--- src/design/ordered_membership_toggle_table_defines.svh ---
// ----------------------------------------------------------------------------
// Assertion macros for the ordered membership toggle table
// Clocked on clk, disabled while rst_n is low.
// ----------------------------------------------------------------------------
`ifndef ORDERED_MEMBERSHIP_TOGGLE_TABLE_DEFINES_SVH
`define ORDERED_MEMBERSHIP_TOGGLE_TABLE_DEFINES_SVH

// Same-cycle implication.
`define OMTT_ASSERT_SAME(lbl, ante, cons) \
  lbl: assert property (@(posedge clk) disable iff (!rst_n) (ante) |-> (cons)) \
    else $error("omtt assertion failed");

// Next-cycle implication.
`define OMTT_ASSERT_NEXT(lbl, ante, cons) \
  lbl: assert property (@(posedge clk) disable iff (!rst_n) (ante) |=> (cons)) \
    else $error("omtt assertion failed");

`endif

--- src/design/omtt_pkg.sv ---
// ----------------------------------------------------------------------------
// omtt_pkg
// Shared types for the ordered membership toggle table.
// ----------------------------------------------------------------------------
`default_nettype none

package omtt_pkg;

  typedef enum logic [1:0] {
    REQ_TOGGLE = 2'd0,
    REQ_ADD    = 2'd1,
    REQ_QUERY  = 2'd2,
    REQ_READ   = 2'd3
  } req_kind_t;

  typedef struct packed {
    req_kind_t   req_type;
    logic [15:0] station_id;
    logic [4:0]  entry_index;
  } req_t;

  typedef struct packed {
    logic        is_member;
    logic        changed;
    logic        full_reject;
    logic [5:0]  entry_count;
    logic [15:0] entry_value;
    logic        entry_valid;
  } rsp_t;

  // controller -> datapath
  typedef struct packed {
    logic load;        // capture request beat
    logic step;        // issue next sweep read
    logic move;        // write previous read one slot down
    logic hit_shift;   // start compaction after the hit position
    logic append;      // write id at tail, count up
    logic dec;         // count down
    logic rd_idx;      // read entry at request index
    logic set_member;
    logic set_changed;
    logic set_reject;
    logic emit;        // load output register
  } cmd_t;

  // datapath -> controller
  typedef struct packed {
    req_kind_t kind;
    logic      hit;
    logic      sweep_end;
    logic      full;
    logic      out_free;
  } sts_t;

endpackage

`default_nettype wire

--- src/design/omtt_dp.sv ---
// ----------------------------------------------------------------------------
// omtt_dp
// Entry memory, count, sweep pointer, result flags and output register.
// ----------------------------------------------------------------------------
`default_nettype none

module omtt_dp #(
  parameter int CAPACITY = 32
) (
  input  wire logic          clk,
  input  wire logic          rst_n,
  input  omtt_pkg::req_t     in_data,
  input  omtt_pkg::cmd_t     cmd,
  output omtt_pkg::sts_t     sts,
  output logic               out_valid,
  input  wire logic          out_ready,
  output omtt_pkg::rsp_t     out_data
);
  import omtt_pkg::*;

  localparam int CW = $clog2(CAPACITY + 1);
  localparam int AW = (CAPACITY > 1) ? $clog2(CAPACITY) : 1;
  localparam int IW = (CW > 5) ? CW : 5;

  logic [15:0]   mem_r [CAPACITY];
  logic [15:0]   rdata_r;
  req_t          req_r;
  logic [CW-1:0] count_r;
  logic [CW-1:0] ptr_r;
  logic [CW-1:0] pos_r;
  logic          pend_r;
  logic          member_r;
  logic          changed_r;
  logic          reject_r;
  logic          out_valid_r;
  rsp_t          out_r;

  logic          more;
  logic          idx_ok;
  logic [IW-1:0] idx_w;
  logic [IW-1:0] cnt_w;
  logic [CW-1:0] pos_m1;
  logic          rd_en;
  logic [AW-1:0] rd_addr;
  logic          wr_en;
  logic [AW-1:0] wr_addr;
  logic [15:0]   wr_data;
  logic          is_read;
  rsp_t          rsp;

  always_comb begin
    more    = ptr_r < count_r;
    idx_w   = IW'(req_r.entry_index);
    cnt_w   = IW'(count_r);
    idx_ok  = idx_w < cnt_w;
    pos_m1  = pos_r - CW'(1);
    rd_en   = (cmd.step && more && !cmd.hit_shift) || (cmd.rd_idx && idx_ok);
    rd_addr = cmd.rd_idx ? idx_w[AW-1:0] : ptr_r[AW-1:0];
    wr_en   = cmd.append || (cmd.move && pend_r);
    wr_addr = cmd.append ? count_r[AW-1:0] : pos_m1[AW-1:0];
    wr_data = cmd.append ? req_r.station_id : rdata_r;
    is_read = req_r.req_type == REQ_READ;

    sts.kind      = req_r.req_type;
    sts.hit       = pend_r && (rdata_r == req_r.station_id);
    sts.sweep_end = !pend_r && !more;
    sts.full      = count_r == CW'(CAPACITY);
    sts.out_free  = !out_valid_r || out_ready;

    rsp.is_member   = member_r;
    rsp.changed     = changed_r;
    rsp.full_reject = reject_r;
    rsp.entry_count = 6'(count_r);
    rsp.entry_valid = is_read && idx_ok;
    rsp.entry_value = (is_read && idx_ok) ? rdata_r : 16'd0;
  end

  // entry memory: one write and one registered read port
  always_ff @(posedge clk) begin
    if (wr_en) begin
      mem_r[wr_addr] <= wr_data;
    end
    if (rd_en) begin
      rdata_r <= mem_r[rd_addr];
    end
  end

  always_ff @(posedge clk) begin
    if (!rst_n) begin
      count_r     <= '0;
      ptr_r       <= '0;
      pos_r       <= '0;
      pend_r      <= 1'b0;
      out_valid_r <= 1'b0;
    end else begin
      if (cmd.load) begin
        ptr_r  <= '0;
        pend_r <= 1'b0;
      end else if (cmd.hit_shift) begin
        // compaction starts with the entry just after the hit
        ptr_r  <= pos_r + CW'(1);
        pend_r <= 1'b0;
      end else if (cmd.step) begin
        pend_r <= more;
        if (more) begin
          ptr_r <= ptr_r + CW'(1);
          pos_r <= ptr_r;
        end
      end

      if (cmd.append) begin
        count_r <= count_r + CW'(1);
      end else if (cmd.dec) begin
        count_r <= count_r - CW'(1);
      end

      if (cmd.emit) begin
        out_valid_r <= 1'b1;
      end else if (out_ready) begin
        out_valid_r <= 1'b0;
      end
    end
  end

  always_ff @(posedge clk) begin
    if (cmd.load) begin
      req_r     <= in_data;
      member_r  <= 1'b0;
      changed_r <= 1'b0;
      reject_r  <= 1'b0;
    end else begin
      if (cmd.set_member) begin
        member_r <= 1'b1;
      end
      if (cmd.set_changed) begin
        changed_r <= 1'b1;
      end
      if (cmd.set_reject) begin
        reject_r <= 1'b1;
      end
    end
    if (cmd.emit) begin
      out_r <= rsp;
    end
  end

  assign out_valid = out_valid_r;
  assign out_data  = out_r;

endmodule

`default_nettype wire

--- src/design/omtt_ctrl.sv ---
// ----------------------------------------------------------------------------
// omtt_ctrl
// Request sequencer: scan, compaction, append, read and result handoff.
// ----------------------------------------------------------------------------
`default_nettype none

module omtt_ctrl (
  input  wire logic      clk,
  input  wire logic      rst_n,
  input  wire logic      in_valid,
  output logic           in_ready,
  input  omtt_pkg::sts_t sts,
  output omtt_pkg::cmd_t cmd
);
  import omtt_pkg::*;

  typedef enum logic [2:0] {
    ST_IDLE,
    ST_SCAN,
    ST_SHIFT,
    ST_READ,
    ST_DONE
  } state_t;

  state_t state_r;
  state_t state_nxt;

  always_comb begin
    cmd       = '0;
    state_nxt = state_r;
    in_ready  = 1'b0;
    case (state_r)
      ST_IDLE: begin
        in_ready = 1'b1;
        if (in_valid) begin
          cmd.load  = 1'b1;
          state_nxt = ST_SCAN;
        end
      end
      ST_SCAN: begin
        cmd.step = 1'b1;
        if (sts.kind == REQ_READ) begin
          // reads skip the search
          state_nxt = ST_READ;
        end else if (sts.hit) begin
          if (sts.kind == REQ_TOGGLE) begin
            cmd.hit_shift = 1'b1;
            state_nxt     = ST_SHIFT;
          end else begin
            cmd.set_member = 1'b1;
            state_nxt      = ST_DONE;
          end
        end else if (sts.sweep_end) begin
          if (sts.kind == REQ_TOGGLE || sts.kind == REQ_ADD) begin
            if (sts.full) begin
              cmd.set_reject = 1'b1;
            end else begin
              cmd.append      = 1'b1;
              cmd.set_member  = 1'b1;
              cmd.set_changed = 1'b1;
            end
          end
          state_nxt = ST_DONE;
        end
      end
      ST_SHIFT: begin
        cmd.step = 1'b1;
        cmd.move = 1'b1;
        if (sts.sweep_end) begin
          cmd.dec         = 1'b1;
          cmd.set_changed = 1'b1;
          state_nxt       = ST_DONE;
        end
      end
      ST_READ: begin
        cmd.rd_idx = 1'b1;
        state_nxt  = ST_DONE;
      end
      ST_DONE: begin
        if (sts.out_free) begin
          cmd.emit  = 1'b1;
          state_nxt = ST_IDLE;
        end
      end
      default: begin
        state_nxt = ST_IDLE;
      end
    endcase
  end

  always_ff @(posedge clk) begin
    if (!rst_n) begin
      state_r <= ST_IDLE;
    end else begin
      state_r <= state_nxt;
    end
  end

endmodule

`default_nettype wire

--- src/design/ordered_membership_toggle_table.sv ---
// ----------------------------------------------------------------------------
// ordered_membership_toggle_table
// Bounded insertion-ordered set of distinct 16-bit ids with compaction.
// ----------------------------------------------------------------------------
// Input channel in_valid/in_ready/in_data carries one request beat: toggle,
// add-if-absent, query or read-by-index. Output channel out_valid/out_ready/
// out_data returns exactly one result beat per request, in order.
// One request is in flight at a time. A search reads one entry per cycle
// from the entry memory, which has one write and one read port. A toggle
// that removes an entry stops its search at the hit and then runs a
// compaction pass that moves every later entry one slot down.
// The result sits in an output register; in_ready is high again once it is
// loaded, so the next request is taken while the result waits. If the
// receiver stalls with a result still held, the next result waits in the
// sequencer until the register frees.
// Reset (rst_n low, synchronous) empties the set; no clearing pass is needed
// since only entries below the count are ever read.
// ----------------------------------------------------------------------------
`default_nettype none

`include "ordered_membership_toggle_table_defines.svh"

module ordered_membership_toggle_table #(
  parameter int CAPACITY = 32
) (
  input  wire logic      clk,
  input  wire logic      rst_n,
  input  wire logic      in_valid,
  output logic           in_ready,
  input  omtt_pkg::req_t in_data,
  output logic           out_valid,
  input  wire logic      out_ready,
  output omtt_pkg::rsp_t out_data
);
  import omtt_pkg::*;

  cmd_t cmd;
  sts_t sts;

  omtt_ctrl u_ctrl (
    .clk      (clk),
    .rst_n    (rst_n),
    .in_valid (in_valid),
    .in_ready (in_ready),
    .sts      (sts),
    .cmd      (cmd)
  );

  omtt_dp #(
    .CAPACITY (CAPACITY)
  ) u_dp (
    .clk       (clk),
    .rst_n     (rst_n),
    .in_data   (in_data),
    .cmd       (cmd),
    .sts       (sts),
    .out_valid (out_valid),
    .out_ready (out_ready),
    .out_data  (out_data)
  );

  // one request in flight: no accept in the cycle after an accept
  `OMTT_ASSERT_NEXT(a_single_flight, in_valid && in_ready, !in_ready)
  // result register is only loaded when free
  `OMTT_ASSERT_SAME(a_emit_free, cmd.emit, sts.out_free)
  // a read result never reports set changes
  `OMTT_ASSERT_SAME(a_read_clean, out_valid && out_data.entry_valid,
                    !out_data.changed && !out_data.full_reject && !out_data.is_member)
  // refusal only when the set is full
  `OMTT_ASSERT_SAME(a_reject_full, out_valid && out_data.full_reject,
                    out_data.entry_count == 6'(CAPACITY))

endmodule

`default_nettype wire

--- config.mk ---
export PLATFORM = sky130hd
export DESIGN_NAME = ordered_membership_toggle_table
export DESIGN_NICKNAME = d
export VERILOG_FILES = /design/src/design/omtt_pkg.sv /design/src/design/omtt_dp.sv /design/src/design/omtt_ctrl.sv /design/src/design/ordered_membership_toggle_table.sv
export VERILOG_INCLUDE_DIRS = /design/src /design/src/design
export SDC_FILE = /design/constraint.sdc
export NUM_CORES = 1
export LEC_CHECK = 0
export BUFFER_PORTS_ARGS = -buffer_cell sky130_fd_sc_hd__buf_2
export CAP_MARGIN = 20
export CORE_MARGIN = 5
export CORE_UTILIZATION = 56
export DETAILED_ROUTE_END_ITERATION = 8
export PLACE_DENSITY = 0.72
export RECOVER_POWER = 25
export SLEW_MARGIN = 20
export SYNTH_ARGS = -nofsm -noshare
export SYNTH_HDL_FRONTEND = slang
export SYNTH_SLANG_ARGS = --single-unit
--- constraint.sdc ---
create_clock -name clk -period 3.7 [get_ports clk]
set_input_delay 0.555 -clock clk [delete_from_list [all_inputs] [get_ports clk]]
set_output_delay 0.555 -clock clk [all_outputs]
set_load 0.02 [all_outputs]
; Word level (Yosys, flattened, before mapping)
; Memories as Yosys holds them, arrays and structs flattened. A register that Yosys moved wholly into a read port is not among the register bits.
; Cells that the tools add are included.
[op_classes]
reduce_logical = 27
muxes = 48
addsub = 5
n_eq_ne = 10
bitwise_logic = 3
n_lt_le_gt_ge = 2
[op_table]
columns = operator, count
row1 = $mux W6, 5
row2 = $mux W3, 9
row3 = $mux W1, 25
row4 = $add A6 B1 Y6 const B, 3
row5 = $eq A16 B16 Y1, 1
row6 = $mux W16, 1
row7 = $pmux W3 S5, 1
row8 = $mux W5, 2
row9 = $mux W2, 4
row10 = $reduce_bool A2 Y1, 4
row11 = $logic_and A1 B1 Y1, 7
row12 = $eq A3 B2 Y1 const B, 2
row13 = $eq A6 B6 Y1 const B, 1
row14 = $lt A5 B6 Y1, 1
row15 = $lt A6 B6 Y1, 1
row16 = $sub A6 B1 Y6 const B, 1
row17 = $sub A5 B1 Y5 const B, 1
row18 = $logic_not A1 Y1, 4
row19 = $logic_or A1 B1 Y1, 4
row20 = $ne A2 B2 Y1 const B, 2
row21 = $reduce_and A2 Y1, 2
row22 = $reduce_and A4 Y1, 1
row23 = $reduce_or A2 Y1, 2
row24 = $eq A3 B1 Y1 const B, 1
row25 = 8 further kinds, 10
[word_totals]
wordCells = 114
inputBits = 27
out_inout_bits = 28
reg_bits = 75
ram_bits = 512
memories = 1
[memory_table]
columns = name, depth, width, rd, rd_clocked_by_memory_dff, wr, line_no
row1 = u_dp.mem_r, 32, 16, 1, 1, 1, omtt_dp.sv:25  ; logic [15:0] mem_r [CAPACITY];

; Longest topological paths before layout
; Gate-level depths: netlist of run 1.
[depth]
ltp_word = 10
ltp_mapped = 17
mapped_depth_nobuf = 14

; Cells and area by module
; Synthesis of run 1 repeated with hierarchy kept, for this count alone.
[hier_totals]
hier_cells = 1536
hier_area_um2 = 25414.4
[modules_own_cells]
columns = mod, area_per_inst_um2, n_inst, cells_per_inst, seq_area_each_um2
row1 = omtt_dp, 25119.1, 1, 1495, 17787.1
row2 = omtt_ctrl, 295.3, 1, 41, 60.1

; Worst setup path after synthesis of run 1
; No wires, ideal clock.
[synth_timing]
kind = flip-flop to flip-flop
from = register u_dp.count_r[4], in the netlist u_dp.cnt_w[4]
to = register u_dp.count_r[5], in the netlist u_dp.cnt_w[5]
setup_slack_ps = 15
setup_ps = 78
t_required_ps = 3622
path_stages_with_launch = 18
n_path_buf = 3
period_less_slack_ps = 3685
arrival_ps = 3606
path_cell_list = dfxtp_1 clkbuf_1 inv_1 ha_1 a21o_1 a21oi_1 o21a_1 nor4_2 inv_2 clkbuf_1 buf_2 ha_1 a21o_1 a21oi_1 o21ai_0 mux2_2 and3_1 nor3_1
[synth_between]
elab_chain_len = 8
elab_cells_between_ends = 17
cone_classes = 2 x add/sub / 1 x order compare / 1 x eq/ne / 10 x mux / 3 x reduce/logical
[synth_rtl]
columns = element, line_no
row1 = "start, declared", omtt_dp.sv:28  ; logic [CW-1:0] count_r;
row2 = "start signal, assigned", omtt_dp.sv:112  ; count_r <= count_r + CW'(1);
row3 = "start signal, assigned", omtt_dp.sv:114  ; count_r <= count_r - CW'(1);
row4 = $lt A6 B6 Y1 or $eq A6 B6 Y1 (tied branches), "omtt_dp.sv:52, omtt_dp.sv:67"
row5 = $logic_not A1 Y1 or $mux W1 (tied branches), "omtt_dp.sv:66, omtt_ctrl.sv:55"
row6 = $logic_and A1 B1 Y1 or $mux W1 (tied branches), "omtt_dp.sv:66, omtt_ctrl.sv:54"
row7 = $mux W1, omtt_ctrl.sv:53  ; end else if (sts.sweep_end) begin
row8 = $mux W1, omtt_ctrl.sv:45  ; end else if (sts.hit) begin
row9 = $mux W2, omtt_ctrl.sv:42  ; if (sts.kind == REQ_READ) begin
row10 = $mux W2, omtt_ctrl.sv:32  ; case (state_r)
row11 = $mux W6 or $reduce_bool A2 Y1 (tied branches), -
; Parallel ways exist; a longest one is shown, timed or not. The select of a mux whose other input is x is not followed.
; A chain may end at the register's enable or synchronous reset.

; Worst setup path after layout of run 1
[layout_timing]
from = register u_dp.count_r[3], in the netlist u_dp.cnt_w[3]
to = register u_dp.count_r[5], in the netlist u_dp.cnt_w[5]
; The elaborated chain is that of the path after synthesis.

==> reports/summary.log, run 1 <==
INFO  yosys          post_synth_instance_area=0.0245mm^2
INFO  floorplanning  io-pin-count=55
INFO  setup_path     nature_of_the_critical_path_endpoint=flip-flop
INFO  pwr            power_per_cell_area=670mW/mm^2
INFO  final_layout   num-fill-cells=3,148
INFO  floorplanning  floorplan.rows=76
INFO  yosys          ys_warn_count=0
INFO  global_route   grt_start_max_net_pins=101
INFO  place          hpwlAfterDp=40.6mm
INFO  floorplanning  fp.dieH=219um
INFO  place          dpl.cell_count=2,435
INFO  setup_path     worst_ep_required_time=4.23ns
INFO  drt            ant_nets=0
INFO  yosys          post-synth-top-area-fraction=70.7%
INFO  drt            drt_first_pass_iters=6
INFO  pwr            total_leakage_power=9.95nW
INFO  timing         fin_skew=0.0272ns
INFO  drt            route.vias.total=15,700
INFO  setup_path     r2r-start=u_dp.cnt_w[3]
INFO  setup_path     critical_path_arrival=4.03ns
INFO  final_layout   finalCoreUtilization=64.2%
INFO  final_layout   final_layout_size_suffix_gt1_share=11.4%
INFO  timing         report.final.setup_viol=0
INFO  clock_network  clock_tree.buffer_depth=3
INFO  clock_network  cts.clk_slew.worst_paths=0.06ns
INFO  timing         timing.final.crit_share=94.6%
INFO  global_route   first_global_vias=15,000
INFO  yosys          synth_async_sr_flop_share=0%
INFO  worst_hold_path timing.hold.worst.start=in_data[10]
INFO  clock_network  post_cts_setup_buffers=0
INFO  final_layout   layout_commonest_cell=sky130_fd_sc_hd__edfxtp_1
INFO  yosys          syn_area_per_cell=13.7um^2
INFO  global_route   grt_util_all_layers=26.5%
INFO  final_layout   finalNonFillerCells=2,543
INFO  timing         endpoints_failing_hold=0
INFO  setup_path     critical_path_class=reg -> reg
INFO  setup_path     worst_setup_sp=u_dp.cnt_w[3]
INFO  yosys          netlist-cell-type-count=59
INFO  final_layout   layout.cells.most_common_list=sky130_fd_sc_hd__edfxtp_1 (577), sky130_fd_sc_hd__nand2_1 (391), sky130_fd_sc_hd__nand3_1 (115), sky130_fd_sc_hd__mux2i_1 (106), sky130_fd_sc_hd__buf_4 (86)
INFO  clock_network  ctsHoldBuffers=0
INFO  clock_network  tritoncts.num_buffers=57
INFO  clock_network  clock_tree_from_tritoncts=yes
INFO  setup_path     crit_path_cell_trace=clkbuf_1 -> nor3_1 -> nor4b_1 -> buf_4 -> nor4_4 -> inv_1 -> buf_4 -> ha_1 -> a21o_1 -> a21oi_1 -> o21ai_0 -> mux2_2 -> and3_1 -> nor3_1
INFO  timing         fin_setup_tns=0ns
INFO  drt            first_iter_violations=2,296
INFO  worst_hold_path worstHoldPathType=in -> reg
INFO  yosys          synth_nets=1,826
INFO  global_route   number_of_antenna_violations_at_the_first_check_in_global_routing=0
INFO  floorplanning  chipWidth=219um
INFO  setup_path     timing.critical_path.from_type=flip-flop
INFO  global_route   grt_first_pass_wirelength=94.6mm
INFO  yosys          netlist_instances=1,783
INFO  timing         final.min_clock_period=3.50ns
INFO  clock_network  clock_sinks=603
INFO  drt            post-route-drc-count=0
INFO  timing         report.final.slew_viol_count=0
INFO  yosys          ys_top_cells_by_area=sky130_fd_sc_hd__edfxtp_1 (71%), sky130_fd_sc_hd__nand2_1 (6.0%), sky130_fd_sc_hd__mux2i_1 (4.4%)
INFO  timing         worst_slew_margin_rel=7.93%
INFO  drt            wl_per_cell=25.0um
INFO  pwr            power=0.0186W
INFO  place          gp_congestion=0.924
INFO  yosys          ys_flop_type=sky130_fd_sc_hd__edfxtp_1
INFO  clock_network  ctsResizeCount=0
INFO  drt            vias_per_cell=6.16
INFO  floorplanning  effective_utilization_at_floorplan=56.7%
INFO  global_route   gr-total-overflow=0
INFO  status         status=complete, no violations
INFO  timing         worstMarginPinSlew=1.38ns
INFO  clock_network  clock_tree.root_cell=sky130_fd_sc_hd__clkbuf_16
INFO  yosys          synth_edf_count=577
INFO  timing         fmax=0.286GHz
INFO  timing         rsz_0062_raised_after_global_routing=false
INFO  setup_path     cp_slowest_stage_delay=0.39ns
INFO  flow_run       drv_cap=0
INFO  yosys          yosysSeqAreaShare=72.8%
INFO  drt            postRouteWirelength=63.5mm
INFO  pwr            ir_worst_vdd=479uV
INFO  yosys          flip_flop_and_latch_count_after_synthesis=603
INFO  clock_network  ctsHtreeMaxLevel=2
INFO  setup_path     worstPathMaxFanout=22
INFO  floorplanning  core_region_area=0.0432mm^2
INFO  final_layout   synthToLayoutAreaGrowth=13.2%
INFO  yosys          dominant_cell_type_by_area_after_synthesis=sky130_fd_sc_hd__edfxtp_1
INFO  clock_network  worstSkewPairLatency=0.62ns
INFO  final_layout   layout.nets=1,952
INFO  floorplanning  dieArea=0.0480mm^2
INFO  setup_path     slowest_stage=sky130_fd_sc_hd__clkbuf_1
INFO  place          placement.io_buffers=54
## cells by family after synthesis
logic type | after synthesis | share of synthesized area, %
AOI/OAI and AO/OA | 198 | 5.71
xor gates and xnor gates | 31 | 1.11
adders and majority gates | 16 | 0.848
buffers and inverters | 115 | 1.88
DFF | 603 | 72.8
muxes | 117 | 4.83
and+or+nand+nor | 703 | 12.8
## sequential cells by signal, summed over array words and instances (netlist names), 3 cells and up
register	count
u_dp.ptr_r	6
u_dp.rdata_r	16
u_ctrl.state_r	3
u_dp.out_data	26
u_dp.mem_r	512
u_dp.cnt_w	6
u_dp.req_r	16
u_dp.pos_r	6
u_dp.idx_w	5
## final timing paths
kind | to | slack, ns | cells after the start
max | u_dp.cnt_w[5] | 0.20 | 14
min | u_dp.req_r[10] | 0.11 | 1
max reg2reg | u_dp.cnt_w[5] | 0.20 | 14
min reg2reg | u_dp.out_data[24] | 0.43 | 0
## report_power, final
| part | internal (W) | switching, W | total (W) |
|---|---|---|---|
| logic | 0.00111 | 0.00304 | 0.00415 |
| registers | 0.00873 | 0.000259 | 0.00898 |
| clock network | 0.00301 | 0.00244 | 0.00544 |
| total | 0.0128 | 0.00574 | 0.0186 |
## cells in the mapped netlist (9+ instances only)
master,count
sky130_fd_sc_hd__nor2_1,70
sky130_fd_sc_hd__o21ai_0,21
sky130_fd_sc_hd__and2_1,19
sky130_fd_sc_hd__nand2_1,391
sky130_fd_sc_hd__a21oi_1,54
sky130_fd_sc_hd__nor4_1,20
sky130_fd_sc_hd__mux2i_1,107
sky130_fd_sc_hd__nand2b_1,9
sky130_fd_sc_hd__nand3_1,115
sky130_fd_sc_hd__mux2_2,10
sky130_fd_sc_hd__inv_1,17
sky130_fd_sc_hd__nand4_1,23
sky130_fd_sc_hd__dfxtp_1,26
sky130_fd_sc_hd__xnor2_1,21
sky130_fd_sc_hd__ha_1,15
sky130_fd_sc_hd__edfxtp_1,577
sky130_fd_sc_hd__clkbuf_1,65
sky130_fd_sc_hd__nor3_1,19
sky130_fd_sc_hd__buf_1,10
sky130_fd_sc_hd__a32oi_1,75
sky130_fd_sc_hd__buf_2,20
sky130_fd_sc_hd__xor2_1,10
## critical path, delay by kind of cell, from the launching register on
| family | cells | cell delay [ns] |
|---|---|---|
| AO/OA/AOI/OAI | 3 | 0.54 |
| AND/OR/NAND/NOR | 5 | 1.00 |
| buffers and inverters | 4 | 0.97 |
| flip-flops | 1 | 0.33 |
| adder cells (fa/ha/maj) | 1 | 0.29 |
| multiplexers | 1 | 0.29 |
## per-stage QoR
step / area (um^2) / hold slack, ns / worst slack, ns
2_1_floorplan: 24500 / 0.408 / 0.0154
3_3_place_gp: 26100 / 0.421 / 0.269
3_5_place_dp: 26100 / 0.416 / 0.339
4_1_cts: 27800 / 0.0918 / 0.307
5_1_grt: 27700 / 0.0982 / 0.0468
6_report: 27700 / 0.113 / 0.199
## layout make-up
| class | count | area (um^2) | share of cell area, % |
|---|---|---|---|
| Sequential cell | 603 | 17800 | 64.4 |
| Tap cell | 585 | 732 | 2.64 |
| Clock buffer | 75 | 1500 | 5.42 |
| Clock inverter | 32 | 231 | 0.835 |
| Multi-Input combinational cell | 1065 | 6230 | 22.5 |
| Antenna cell | 1 | 2.50 | 0.00902 |
| Timing Repair Buffer | 163 | 1110 | 3.99 |
| Inverter | 19 | 71.3 | 0.257 |
## per-layer routing
layer	vias up	track usage, %	wire, um
met3	106	6.80	6800
met1	7720	37.3	25100
met4	0	8.94	2280
met2	894	40.8	29300
met5	-	0	0
li1	6955	-	-
(Power assumes the default switching activity.)
==> run 2: changes to the inputs <==
==> constraint.sdc (replaced) <==
create_clock -name clk -period 2.9 [get_ports clk]
set_input_delay 0.435 -clock clk [delete_from_list [all_inputs] [get_ports clk]]
set_output_delay 0.435 -clock clk [all_outputs]
set_load 0.02 [all_outputs]
==> reports/summary.log, run 2 (same netlist as run 1, synthesis figures left out) <==
INFO  clock_network  tritoncts.num_buffers=59
INFO  floorplanning  chipWidth=219um
INFO  worst_hold_path worstHoldPathType=in -> reg
INFO  pwr            power=0.0260W
INFO  global_route   grt_start_max_net_pins=47
INFO  setup_path     critical_path_arrival=3.33ns
INFO  timing         fin_skew=0.0250ns
INFO  final_layout   finalCoreUtilization=70.3%
INFO  setup_path     regToRegSetupSlack=-0.05ns
INFO  drt            first_iter_violations=2,734
INFO  timing         finalHoldWorstSlack=0.0737ns
INFO  timing         worst_slew_margin_rel=47.1%
INFO  final_layout   layout_commonest_cell=sky130_fd_sc_hd__edfxtp_1
INFO  final_layout   largest_reg_by_ff_count=u_dp.mem_r
INFO  drt            drt_first_pass_iters=6
INFO  clock_network  ctsHtreeMaxLevel=2
INFO  setup_path     r2r-start=u_ctrl.state_r[1]
INFO  pwr            total_leakage_power=11.2nW
INFO  drt            vias_per_cell=6.28
INFO  clock_network  worstSkewPairLatency=0.63ns
INFO  pwr            power_per_cell_area=857mW/mm^2
INFO  final_layout   layout.nets=2,091
INFO  flow_run       drv_cap=0
INFO  drt            route.vias.total=16,800
INFO  status         failing_checks=setup timing
INFO  drt            postRouteWirelength=68.7mm
INFO  drt            wl_per_cell=25.6um
INFO  setup_path     worst_setup_path_endpoint=u_dp.rdata_r[13]
INFO  timing         timing.final.ws_setup=-0.0530ns
INFO  final_layout   finalNonFillerCells=2,680
INFO  clock_network  clock_tree_from_tritoncts=yes
INFO  timing         final.min_clock_period=2.95ns
INFO  pwr            ir_worst_vdd=599uV
INFO  global_route   gr-total-overflow=0
INFO  floorplanning  fp.dieH=219um
INFO  drt            ant_nets=0
INFO  final_layout   layout.cells.most_common_list=sky130_fd_sc_hd__edfxtp_1 (577), sky130_fd_sc_hd__nand2_1 (391), sky130_fd_sc_hd__buf_4 (164), sky130_fd_sc_hd__nand3_1 (105), sky130_fd_sc_hd__mux2i_1 (101)
INFO  timing         endpoints_failing_hold=0
INFO  global_route   global_route.peak_usage_layer=met2
INFO  timing         report.final.setup_viol=2
INFO  place          dpl.cell_count=2,517
INFO  setup_path     cells_on_worst_reg2reg_path=9
INFO  global_route   number_of_antenna_violations_at_the_first_check_in_global_routing=0
INFO  global_route   grtUsageMet2=42.1%
INFO  global_route   globalRouteMet1Util=39.8%
INFO  clock_network  cts.clk_slew.worst_paths=0.06ns
INFO  place          placement.io_buffers=54
INFO  global_route   grt_util_all_layers=27.8%
INFO  timing         rsz_0062_raised_after_global_routing=true
INFO  setup_path     timing.critical_path.from_type=flip-flop
INFO  floorplanning  core_region_area=0.0432mm^2
INFO  drt            post-route-drc-count=0
INFO  global_route   use_met3=5.92%
INFO  global_route   grt_first_pass_wirelength=100mm
INFO  timing         worstMarginPinSlew=0.793ns
INFO  setup_path     nature_of_the_critical_path_endpoint=flip-flop
INFO  timing         fmax=0.339GHz
INFO  place          hpwlAfterDp=42.5mm
INFO  timing         report.final.slew_viol_count=0
INFO  global_route   first_global_vias=16,000
INFO  clock_network  clock_tree.root_cell=sky130_fd_sc_hd__clkbuf_16
INFO  final_layout   synthToLayoutAreaGrowth=23.8%
INFO  final_layout   largest_register_ffs=512
INFO  place          gp_congestion=0.981
INFO  status         status=finished with violations
INFO  floorplanning  io-pin-count=55
INFO  setup_path     worst_setup_sp=u_ctrl.state_r[1]
INFO  setup_path     r2r-end=u_dp.rdata_r[13]
INFO  floorplanning  dieArea=0.0480mm^2
INFO  final_layout   final_layout_size_suffix_gt1_share=22.6%
INFO  floorplanning  floorplan.rows=76
INFO  floorplanning  effective_utilization_at_floorplan=56.7%
INFO  timing         timing.final.crit_share=102%
INFO  final_layout   antennaDiodeCount=0
INFO  clock_network  clock_tree.buffer_depth=3
INFO  setup_path     critical_path_class=reg -> reg
INFO  final_layout   num-fill-cells=2,856
INFO  clock_network  clock_sinks=603
INFO  setup_path     worstPathMaxFanout=12
INFO  setup_path     worst_ep_required_time=3.28ns
-- run 2: critical path: stages (launching register included) --
cell	delay [ns]
sky130_fd_sc_hd__dfxtp_1	0.41
sky130_fd_sc_hd__and3b_2	0.28
sky130_fd_sc_hd__mux2_2	0.38
sky130_fd_sc_hd__buf_4	0.20
sky130_fd_sc_hd__buf_4	0.19
sky130_fd_sc_hd__mux2i_1	0.28
sky130_fd_sc_hd__nand2_1	0.10
sky130_fd_sc_hd__o31ai_1	0.56
sky130_fd_sc_hd__nor4_4	0.13
sky130_fd_sc_hd__buf_4	0.17
-- run 2: worst min-delay path by stage --
stage,slack (ns),startpoint,cells after the start,to
after floorplan,0.41,u_dp.changed_r,0,u_dp.out_data[24]
after global placement,0.42,u_dp.changed_r,0,u_dp.out_data[24]
after detailed placement,0.42,u_dp.member_r,0,u_dp.out_data[25]
after CTS,0.008,in_data[20],1,u_dp.req_r[20]
after global routing,0.05,in_data[20],1,u_dp.req_r[20]
final,0.07,in_data[20],1,u_dp.req_r[20]
-- run 2: what timing repair did --
item / 4_1_cts / 5_1_grt
hold buffers: 21 / 0
gates resized for setup: 34 / 79
setup endpoints to repair: 148 / 527
pin swaps: 8 / 32
buffers inserted: 13 / 14
cloned: 6 / 3
hold endpoints to repair: 21 / 0
-- run 2: where the power goes --
part           internal (W)  leakage (nW)  total [W]  switching (W)
sequential           0.0111          5.43     0.0114       0.000305
combinational       0.00270          4.83    0.00716        0.00446
clock               0.00425         0.902    0.00744        0.00318
total                0.0180          11.2     0.0260        0.00795
-- run 2: cell type report --
| cell class | count | area [um^2] | share of cell area [%] |
|---|---|---|---|
| timing repair inverter | 1 | 7.51 | 0.0247 |
| sequential | 603 | 17900 | 58.9 |
| multi-input combinational | 1065 | 6890 | 22.7 |
| clock inverter | 29 | 302 | 0.994 |
| inverter | 19 | 76.3 | 0.252 |
| clock buffer | 79 | 1570 | 5.18 |
| timing repair buffer | 299 | 2900 | 9.56 |
| tap | 585 | 732 | 2.41 |
-- run 2: stage by stage --
step           setup WS, ns  TNS (ns)  instance area (um^2)
2_1_floorplan        -0.158    -11.67                 24600
6_report            -0.0530   -0.0578                 30300
3_3_place_gp         -0.192    -13.84                 27200
3_5_place_dp         -0.199    -15.58                 27200
4_1_cts             -0.0331    -0.901                 29700
5_1_grt             -0.0630    -0.680                 30300
-- run 2: routing by layer --
metal / part of all wire [%] / wire length (um)
met5: 0 / 0
met4: 4.1 / 2850
met3: 11 / 7510
met2: 46 / 31300
met1: 39 / 27000
